[config.mk]
export PLATFORM = sky130hd
export DESIGN_NAME = adc_sbc_binary_decimal_alu
export DESIGN_NICKNAME = d
export VERILOG_FILES = /design/src/hdl/adcsbc_pkg.sv /design/src/hdl/adc_sbc_binary_decimal_alu.sv /design/src/hdl/adcsbc_core.sv
export VERILOG_INCLUDE_DIRS = /design/src /design/src/hdl
export SDC_FILE = /design/constraint.sdc
export NUM_CORES = 1
export LEC_CHECK = 0
export BUFFER_PORTS_ARGS = -buffer_cell sky130_fd_sc_hd__buf_2
export CORE_MARGIN = 10
export CORE_UTILIZATION = 40
export CTS_CLUSTER_DIAMETER = 80
export DETAILED_ROUTE_END_ITERATION = 10
export HOLD_SLACK_MARGIN = 0.06
export PLACE_DENSITY = 0.67
export SLEW_MARGIN = 10
export SYNTH_ARGS = -nofsm -noshare
export SYNTH_HDL_FRONTEND = slang
export SYNTH_SLANG_ARGS = --single-unit
export TNS_END_PERCENT = 5
[constraint.sdc]
create_clock -name clock -period 16.5 [get_ports clock]
set_input_delay 3.3 -clock clock [delete_from_list [all_inputs] [get_ports clock]]
set_output_delay 3.3 -clock clock [all_outputs]
set_load 0.05 [all_outputs]
[src/hdl/assert_macros.svh]
// ----------------------------------------------------------------------------
// assert_macros.svh
// Assertion macros used by the ALU top module; NO_ASSERTIONS compiles them out
// ----------------------------------------------------------------------------
`ifndef ASSERT_MACROS_SVH
`define ASSERT_MACROS_SVH

`ifndef NO_ASSERTIONS

// property that must hold at every clock edge outside reset
`define ASSERT_ALWAYS(lbl, clk, rst, prop) \
   lbl: assert property (@(posedge clk) disable iff (rst) (prop)) \
      else $error("assertion failed");

// implication checked in the same cycle outside reset
`define ASSERT_IMPLY(lbl, clk, rst, ante, cons) \
   lbl: assert property (@(posedge clk) disable iff (rst) (ante) |-> (cons)) \
      else $error("assertion failed");

`else

`define ASSERT_ALWAYS(lbl, clk, rst, prop)
`define ASSERT_IMPLY(lbl, clk, rst, ante, cons)

`endif

`endif

[src/hdl/adcsbc_pkg.sv]
// ----------------------------------------------------------------------------
// adcsbc_pkg
// Types and constants of the binary/decimal add and subtract unit
// ----------------------------------------------------------------------------
package adcsbc_pkg;

   localparam int ACC_W      = 16;
   localparam int BYTE_W     = 8;
   localparam int NIBBLE_W   = 4;
   localparam int DIGITS     = ACC_W / NIBBLE_W;
   localparam int DIGITS_NAR = BYTE_W / NIBBLE_W;

   // decimal digit limits and adjust values
   localparam logic [4:0] DEC_MAX     = 5'd9;
   localparam logic [3:0] DEC_ADD_ADJ = 4'd6;
   localparam logic [3:0] DEC_SUB_ADJ = 4'd10;

   // operation codes
   localparam logic OP_ADC = 1'b0;
   localparam logic OP_SBC = 1'b1;

   // one request transaction
   typedef struct packed {
      logic             op;
      logic             wide;
      logic [ACC_W-1:0] acc_in;
      logic [ACC_W-1:0] operand;
      logic             cin_flag;
      logic             decimal;
      logic             overflow_in;
   } req_type;

   // one response transaction
   typedef struct packed {
      logic [ACC_W-1:0] acc_out;
      logic             cout_flag;
      logic             zero_flag;
      logic             negative_flag;
      logic             overflow_out;
   } rsp_type;

endpackage

[src/hdl/adc_sbc_binary_decimal_alu.sv]
// ----------------------------------------------------------------------------
// adc_sbc_binary_decimal_alu
// 8/16-bit add with carry and subtract with borrow, binary or BCD
// ----------------------------------------------------------------------------
//   channel    ports                        direction  handshake
//   request    start, busy, req_data        in         start && !busy
//   response   rsp_strobe, rsp_data         out        rsp_strobe, one cycle
//
// One transaction is accepted every cycle; busy is never raised.
// The path runs through an input register, then the adder with its nibble
// adjust chain, then the result register.
// Reset clears only the valid bits of the two register stages.
// The receiver cannot stall, so the pipeline never holds.
// ----------------------------------------------------------------------------
`include "assert_macros.svh"

module adc_sbc_binary_decimal_alu
   import adcsbc_pkg::*;
(
   input  logic    clock,
   input  logic    reset,
   input  logic    start,
   output logic    busy,
   input  req_type req_data,
   output logic    rsp_strobe,
   output rsp_type rsp_data
);

   req_type req_ff;
   req_type req_in;
   logic    req_valid_ff;
   logic    req_valid_in;
   rsp_type rsp_ff;
   rsp_type rsp_in;
   logic    rsp_valid_ff;
   logic    rsp_valid_in;

   assign busy = 1'b0;

   // input register
   assign req_valid_in = start && !busy;
   assign req_in       = req_data;

   always_ff @(posedge clock) begin
      if (reset) begin
         req_valid_ff <= 1'b0;
      end else begin
         req_valid_ff <= req_valid_in;
      end
   end

   always_ff @(posedge clock) begin
      if (req_valid_in) begin
         req_ff <= req_in;
      end
   end

   // arithmetic
   adcsbc_core u_core (
      .req (req_ff),
      .rsp (rsp_in)
   );

   // result register
   assign rsp_valid_in = req_valid_ff;

   always_ff @(posedge clock) begin
      if (reset) begin
         rsp_valid_ff <= 1'b0;
      end else begin
         rsp_valid_ff <= rsp_valid_in;
      end
   end

   always_ff @(posedge clock) begin
      if (rsp_valid_in) begin
         rsp_ff <= rsp_in;
      end
   end

   assign rsp_strobe = rsp_valid_ff;
   assign rsp_data   = rsp_ff;

   // checks
   `ASSERT_IMPLY(a_rsp_from_req, clock, reset, rsp_strobe, $past(start, 2))
   `ASSERT_IMPLY(a_narrow_keeps_high, clock, reset, rsp_strobe && !$past(req_data.wide, 2), rsp_data.acc_out[ACC_W-1:BYTE_W] == $past(req_data.acc_in[ACC_W-1:BYTE_W], 2))
   `ASSERT_IMPLY(a_decimal_keeps_v, clock, reset, rsp_strobe && $past(req_data.decimal, 2), rsp_data.overflow_out == $past(req_data.overflow_in, 2))
   `ASSERT_IMPLY(a_zero_low_byte, clock, reset, rsp_strobe && rsp_data.zero_flag, rsp_data.acc_out[BYTE_W-1:0] == '0)

endmodule

[src/hdl/adcsbc_core.sv]
// ----------------------------------------------------------------------------
// adcsbc_core
// Combinational binary and BCD add/subtract with flag generation
// ----------------------------------------------------------------------------
module adcsbc_core
   import adcsbc_pkg::*;
(
   input  req_type req,
   output rsp_type rsp
);

   logic [ACC_W-1:0] a_m;
   logic [ACC_W-1:0] m_m;
   logic [ACC_W-1:0] rhs;
   logic [ACC_W:0]   bin_sum;
   logic [ACC_W-1:0] bin_res;
   logic             bin_cout;
   logic             v16;
   logic             v8;
   logic             bin_v;
   logic [ACC_W-1:0] dec_res;
   logic             dec_k_nar;
   logic             dec_k_wide;
   logic             dec_cout;
   logic [ACC_W-1:0] res;
   logic             sub;

   assign sub = (req.op == OP_SBC);

   // operands masked to the active width
   assign a_m = req.wide ? req.acc_in  : {{(ACC_W-BYTE_W){1'b0}}, req.acc_in[BYTE_W-1:0]};
   assign m_m = req.wide ? req.operand : {{(ACC_W-BYTE_W){1'b0}}, req.operand[BYTE_W-1:0]};

   // binary add with carry, subtract as add of the complement
   assign rhs     = sub ? (~m_m & (req.wide ? {ACC_W{1'b1}}
                                            : {{(ACC_W-BYTE_W){1'b0}}, {BYTE_W{1'b1}}}))
                        : m_m;
   assign bin_sum = {1'b0, a_m} + {1'b0, rhs} + {{ACC_W{1'b0}}, req.cin_flag};
   assign bin_res = req.wide ? bin_sum[ACC_W-1:0]
                             : {{(ACC_W-BYTE_W){1'b0}}, bin_sum[BYTE_W-1:0]};
   assign bin_cout = req.wide ? bin_sum[ACC_W] : bin_sum[BYTE_W];

   // two's-complement overflow at each width
   always_comb begin
      if (sub) begin
         v16 = (a_m[ACC_W-1] ^ m_m[ACC_W-1]) & (a_m[ACC_W-1] ^ bin_res[ACC_W-1]);
         v8  = (a_m[BYTE_W-1] ^ m_m[BYTE_W-1]) & (a_m[BYTE_W-1] ^ bin_res[BYTE_W-1]);
      end else begin
         v16 = (a_m[ACC_W-1] ^ bin_res[ACC_W-1]) & (m_m[ACC_W-1] ^ bin_res[ACC_W-1]);
         v8  = (a_m[BYTE_W-1] ^ bin_res[BYTE_W-1]) & (m_m[BYTE_W-1] ^ bin_res[BYTE_W-1]);
      end
      bin_v = req.wide ? v16 : v8;
   end

   // decimal ripple, one digit per step from the lowest nibble up
   always_comb begin
      logic [NIBBLE_W-1:0] na;
      logic [NIBBLE_W-1:0] nb;
      logic [NIBBLE_W:0]   t;
      logic [NIBBLE_W-1:0] d;
      logic                k;
      dec_res   = '0;
      dec_k_nar = 1'b0;
      k         = sub ? ~req.cin_flag : req.cin_flag;
      for (int i = 0; i < DIGITS; i++) begin
         na = a_m[i*NIBBLE_W +: NIBBLE_W];
         nb = m_m[i*NIBBLE_W +: NIBBLE_W];
         if (sub) begin
            t = {1'b0, na} - {1'b0, nb} - {{NIBBLE_W{1'b0}}, k};
            d = t[NIBBLE_W-1:0];
            if (t[NIBBLE_W]) begin
               d = d + DEC_SUB_ADJ;
               k = 1'b1;
            end else begin
               k = 1'b0;
            end
         end else begin
            t = {1'b0, na} + {1'b0, nb} + {{NIBBLE_W{1'b0}}, k};
            d = t[NIBBLE_W-1:0];
            if (t > DEC_MAX) begin
               d = d + DEC_ADD_ADJ;
               k = 1'b1;
            end else begin
               k = 1'b0;
            end
         end
         dec_res[i*NIBBLE_W +: NIBBLE_W] = d;
         if (i == DIGITS_NAR - 1) begin
            dec_k_nar = k;
         end
      end
      dec_k_wide = k;
   end

   assign dec_cout = sub ? ~(req.wide ? dec_k_wide : dec_k_nar)
                         :  (req.wide ? dec_k_wide : dec_k_nar);

   // result at active width and flags
   assign res = req.decimal ? (req.wide ? dec_res
                                        : {{(ACC_W-BYTE_W){1'b0}}, dec_res[BYTE_W-1:0]})
                            : bin_res;

   always_comb begin
      rsp.acc_out       = req.wide ? res : {req.acc_in[ACC_W-1:BYTE_W], res[BYTE_W-1:0]};
      rsp.cout_flag     = req.decimal ? dec_cout : bin_cout;
      rsp.zero_flag     = req.wide ? (res == '0) : (res[BYTE_W-1:0] == '0);
      rsp.negative_flag = req.wide ? res[ACC_W-1] : res[BYTE_W-1];
      rsp.overflow_out  = req.decimal ? req.overflow_in : bin_v;
   end

endmodule
== Word level (Yosys, flattened, before mapping) ==
Index checks and enable logic that the tools add are counted.
Cells by class
  reductions and logical operators: 2
  add/sub/neg operators: 26
  order comparisons: 4
  muxes and demuxes: 43
  bitwise operators: 14
Operators by type and width (count)
  $mux 16: 8
  $mux 4: 12
  $mux 1: 23
  $add 4x4->5: 4
  $add 5x1->5: 4
  $gt 5x4->1 const B: 4
  $sub 4x4->5: 4
  $sub 5x1->5: 4
  $add 16x16->17: 1
  $add 17x1->17: 1
  $add 4x3->4 const B: 4
  $add 4x4->4 const B: 4
  $and 16x16->16: 1
  $logic_not 16->1: 1
  $not 16->16: 1
  $logic_not 8->1: 1
  $xor 1x1->1: 6
  $and 1x1->1: 4
  $not 1->1: 2
Word-level totals
  flip-flop bits (word level): 59
  input bits: 40
  word-level logic and storage cells: 103

== Longest topological paths before layout ==
  depth after elaboration: 22
  gate-level depth with buffers: 48
  mapped depth without buffers: 45

== Hierarchy ==
Synthesis repeated with hierarchy kept, for this count alone.
Second synthesis, totals
  cells, all modules: 569
  area total of the unflattened synthesis: 5434.0 um^2
By module, submodules not included
  adcsbc_core: sequential area each 0.0 um^2, area each 3658.5 um^2, times used 1, cells each 506
  adc_sbc_binary_decimal_alu: sequential area each 1751.7 um^2, area each 1775.5 um^2, times used 1, cells each 63

== Worst setup path after synthesis ==
Ideal clock, no wire load.
  path type: flip-flop to flip-flop
  start: register req_ff[36] (netlist name)
  end: register rsp_ff, in the netlist rsp_data[3], data pin
  arrival: 8880 ps
  data required time: 16231 ps
  setup time: 269 ps
  buffers on the path: 3
  clock period less this slack: 9149 ps
  stages on the path, launching flop included: 48
  path slack: 7351 ps
  cell sequence: edfxtp_1 -> clkbuf_8 -> clkbuf_1 -> buf_1 -> xor2_1 -> inv_1 -> fa_1 -> inv_1 -> fa_1 -> inv_1 -> ha_1 -> a21boi_0 -> a21oi_1 -> a21o_2 -> o21a_1 -> inv_1 -> fa_1 -> inv_1 -> [... 12 more ...] -> xnor2_1 -> inv_1 -> a2111oi_2 -> o32ai_2 -> nor2_1 -> a21o_1 -> inv_1 -> fa_1 -> inv_1 -> fa_1 -> xor2_1 -> ha_1 -> a22oi_1 -> o21ai_0 -> nand2_1 -> mux4_2 -> nand2_1 -> o31ai_1
RTL lines
  start: declaration: RTL line adc_sbc_binary_decimal_alu.sv:29  | req_type req_ff;
  start signal: assignment: RTL line adc_sbc_binary_decimal_alu.sv:54  | req_ff <= req_in;
  end signal: assignment: RTL line adc_sbc_binary_decimal_alu.sv:77  | rsp_ff <= rsp_in;
  end: declaration: RTL line adc_sbc_binary_decimal_alu.sv:33  | rsp_type rsp_ff;

==> results.yml <==
synthesis:
  syn_avg_cell_area_um2: 9.96
  yosysUniqueCellTypes: 80
  syn-cell-area_mm2: 0.00549
  async_flop_share_pct: 0
  synth.most_common_cell: "inv_1"
  synth-edff-count: 57
  synth_warnings: 0
  synthTopCellsByArea: "edfxtp_1 31%, ha_1 12%, fa_1 6.6%"
  yosysTopAreaCell: "edfxtp_1"
  ys.flop_type: "edfxtp_1"
  yosys_register_bits: 59
  synth_seq_area_share_pct: 31.9
  synthTopCellsByCount: "60 x inv_1, 57 x edfxtp_1, 54 x ha_1"
  syn_inst: 551
  syn_nets: 663
  synth_top_area_share_pct: 31.2
worst_setup_path:
  timing.rr.start: "req_ff[36]$_DFFE_PP_"
  required_ns: 16.67
  critical_path.max_fanout: 37
  slowest_delay_ns: 0.48
  r2r_slack_ns: 6.56
  slowest_stage: "a2111oi_2"
  critPathArrivalTime_ns: 10.12
  crit_type: "flop to flop"
  crit_start: "req_ff[36]$_DFFE_PP_"
  path_common_cell: "inv_1"
  ff2ff_path_depth: 45
  timing.rr.end: "rsp_data[2]$_DFFE_PP_"
  cp-endpoint: "rsp_data[2]$_DFFE_PP_"
  end_kind: "flop"
  cp-start-kind: "flop"
clocking:
  cts_tree: "yes"
  cts_buffers: 9
  insertion_delay_ns: 0.35
  cts_hold_buf: 0
  h-tree-depth: 3
  cts.clk_slew.worst_paths_ns: 0.05
  postCtsSetupRepairBufs: 0
  post_cts_resized: 0
  clkSinkCount: 59
  clockBufferDepth: 2
  cts_root_buffer: "clkbuf_16"
cells_and_area:
  n_antenna_cell: 0
  seqCellArea_mm2: 0.00175
  final_cells: 794
  fillers: 1298
  syn_to_final_growth_pct: 14.4
  drive_above_1_share_pct: 18.0
  multi_input_area_mm2: 0.00341
  nets: 725
placed_design:
  place_inst: 778
  port_buffers: 60
  gp_congestion: 0.910
  hpwlAfterDp_mm: 10.5
pwr:
  total_power_uw: 767
  power_density_mw_per_mm2: 122
  ir_drop_v: 0.0000770
  leakage_uw: 0.00281
floorplan:
  coreArea_mm2: 0.0133
  die_area_mm2: 0.0188
  start_util_pct: 41.1
  die_x_um: 137
  rows: 42
  die_h_um: 137
  io_pins: 62
routing:
  drc: 0
  dr.pass1.iters: 4
  postRouteAntennaNets: 0
  wl_mm: 13.5
  num_vias: 4173
  wire_per_inst_um: 17.0
  drt-vias-per-instance: 5.26
  drt_iter0_drc: 301
global_route:
  grt_pass1_vias: 4472
  overflow: 0
  grtUsageMet1_pct: 19.1
  grt_util_met2_pct: 24.9
  grt_usage_pct: 15.3
  use_met3_pct: 5.06
  grt_start_max_net_pins: 39
  antenna_found_initial: 0
  busiest_layer: "met2"
  grt_pass1_wl_mm: 22.6
run:
  cap_violations: 0
sta:
  finalHoldViolations: 0
  hold_slack_ns: 0.585
  relSlewSlack_pct: 39.5
  setup_viol_count_final: 0
  fin_crit_sh_pct: 60.3
  worst_pin_slew_ns: 0.908
  fin_crit_ns: 9.94
  skew_ns: 0.0128
  rsz0062_at_grt: "false"
  finalSetupTns_ns: 0
  finalMaxSlewViolations: 0
  max_freq_ghz: 0.101
worst_hold_path:
  hold_path.class: "flop to flop"
outcome:
  status: "finished, final reports clean"
layout make-up:
type	count	area share, %
clock inverters	5	1.63
well taps	176	3.51
inverters	61	3.65
flip-flops and latches	59	27.9
repair buffers	64	5.26
multi-input cells	418	54.3
clock buffers	11	3.71
stage by stage:
step | util (%) | setup slack, ns | area [um2]
after CTS | 47.0 | 6.67 | 6280
after detailed placement | 44.5 | 6.71 | 5940
after global placement | 44.5 | 7.18 | 5940
after global routing | 47.0 | 5.78 | 6280
final | 47.0 | 6.56 | 6280
after floorplan | - | 7.35 | 5490
worst min path at each step:
stage | from | endpoint | slack, ns | depth (start not counted)
6_report | req_ff[29]$_DFFE_PP_ | rsp_data[14]$_DFFE_PP_ | 0.58 | 2
5_1_grt | req_ff[30]$_DFFE_PP_ | rsp_data[15]$_DFFE_PP_ | 0.61 | 2
4_1_cts | req_ff[29]$_DFFE_PP_ | rsp_data[14]$_DFFE_PP_ | 0.59 | 2
3_5_place_dp | req_ff[29]$_DFFE_PP_ | rsp_data[14]$_DFFE_PP_ | 0.57 | 2
3_3_place_gp | req_ff[29]$_DFFE_PP_ | rsp_data[14]$_DFFE_PP_ | 0.58 | 2
2_1_floorplan | req_ff[28]$_DFFE_PP_ | rsp_data[13]$_DFFE_PP_ | 0.53 | 1
registers in the layout, indices dropped and copies added (netlist names):
| signal | count |
|---|---|
| rsp_strobe | 1 |
| req_ff | 37 |
| req_valid_ff | 1 |
| rsp_data | 20 |
routing by layer:
metal / vias up / share of wire, % / routed length (um)
met3: 12 / 6.2 / 841
met2: 117 / 47 / 6370
met1: 1964 / 46 / 6150
met5: - / 0 / 0
met4: 0 / 1.1 / 149
li1: 2080 / - / -
layout by cell type, fill, tap and decap left out, types with 12 or more instances in the layout:
cell      instances
inv_1            60
buf_2            60
edfxtp_1         57
ha_1             54
nand2_1          38
nor2_1           38
xnor2_1          27
a21oi_1          23
o21ai_0          21
xor2_1           19
fa_1             18
mux2i_1          13
nor2b_1          12
nor3_1           12
power breakdown:
group          internal [uW]  total (uW)  switching [uW]  leakage (uW)
registers                185         195            9.79      0.000563
logic                    144         356             212       0.00209
clock network            147         216            68.6      0.000160
total                    477         767             290       0.00281
critical path: cells and delay by family, from the launching register on:
kind / cells / cell delay, ns
compound gates: 15 / 3.13
xor+xnor: 5 / 1.40
flops: 1 / 0.32
simple gates: 3 / 0.42
fa+ha+maj: 11 / 3.19
buf+inv: 11 / 1.29
cell families (layout without fill, tap and decap cells):
kind of cell | count (synthesis) | after routing | share of synthesized area [%]
AOI/OAI and AO/OA | 123 | 123 | 17.0
buffers and inverters | 74 | 141 | 5.88
other | 1 | 1 | 0.0683
muxes | 18 | 18 | 3.60
and+or+nand+nor | 156 | 156 | 14.6
DFF | 59 | 59 | 31.9
xor gates and xnor gates | 48 | 48 | 8.05
adders and majority gates | 72 | 72 | 18.9
No activity file was read; power rests on OpenSTA's default activity.
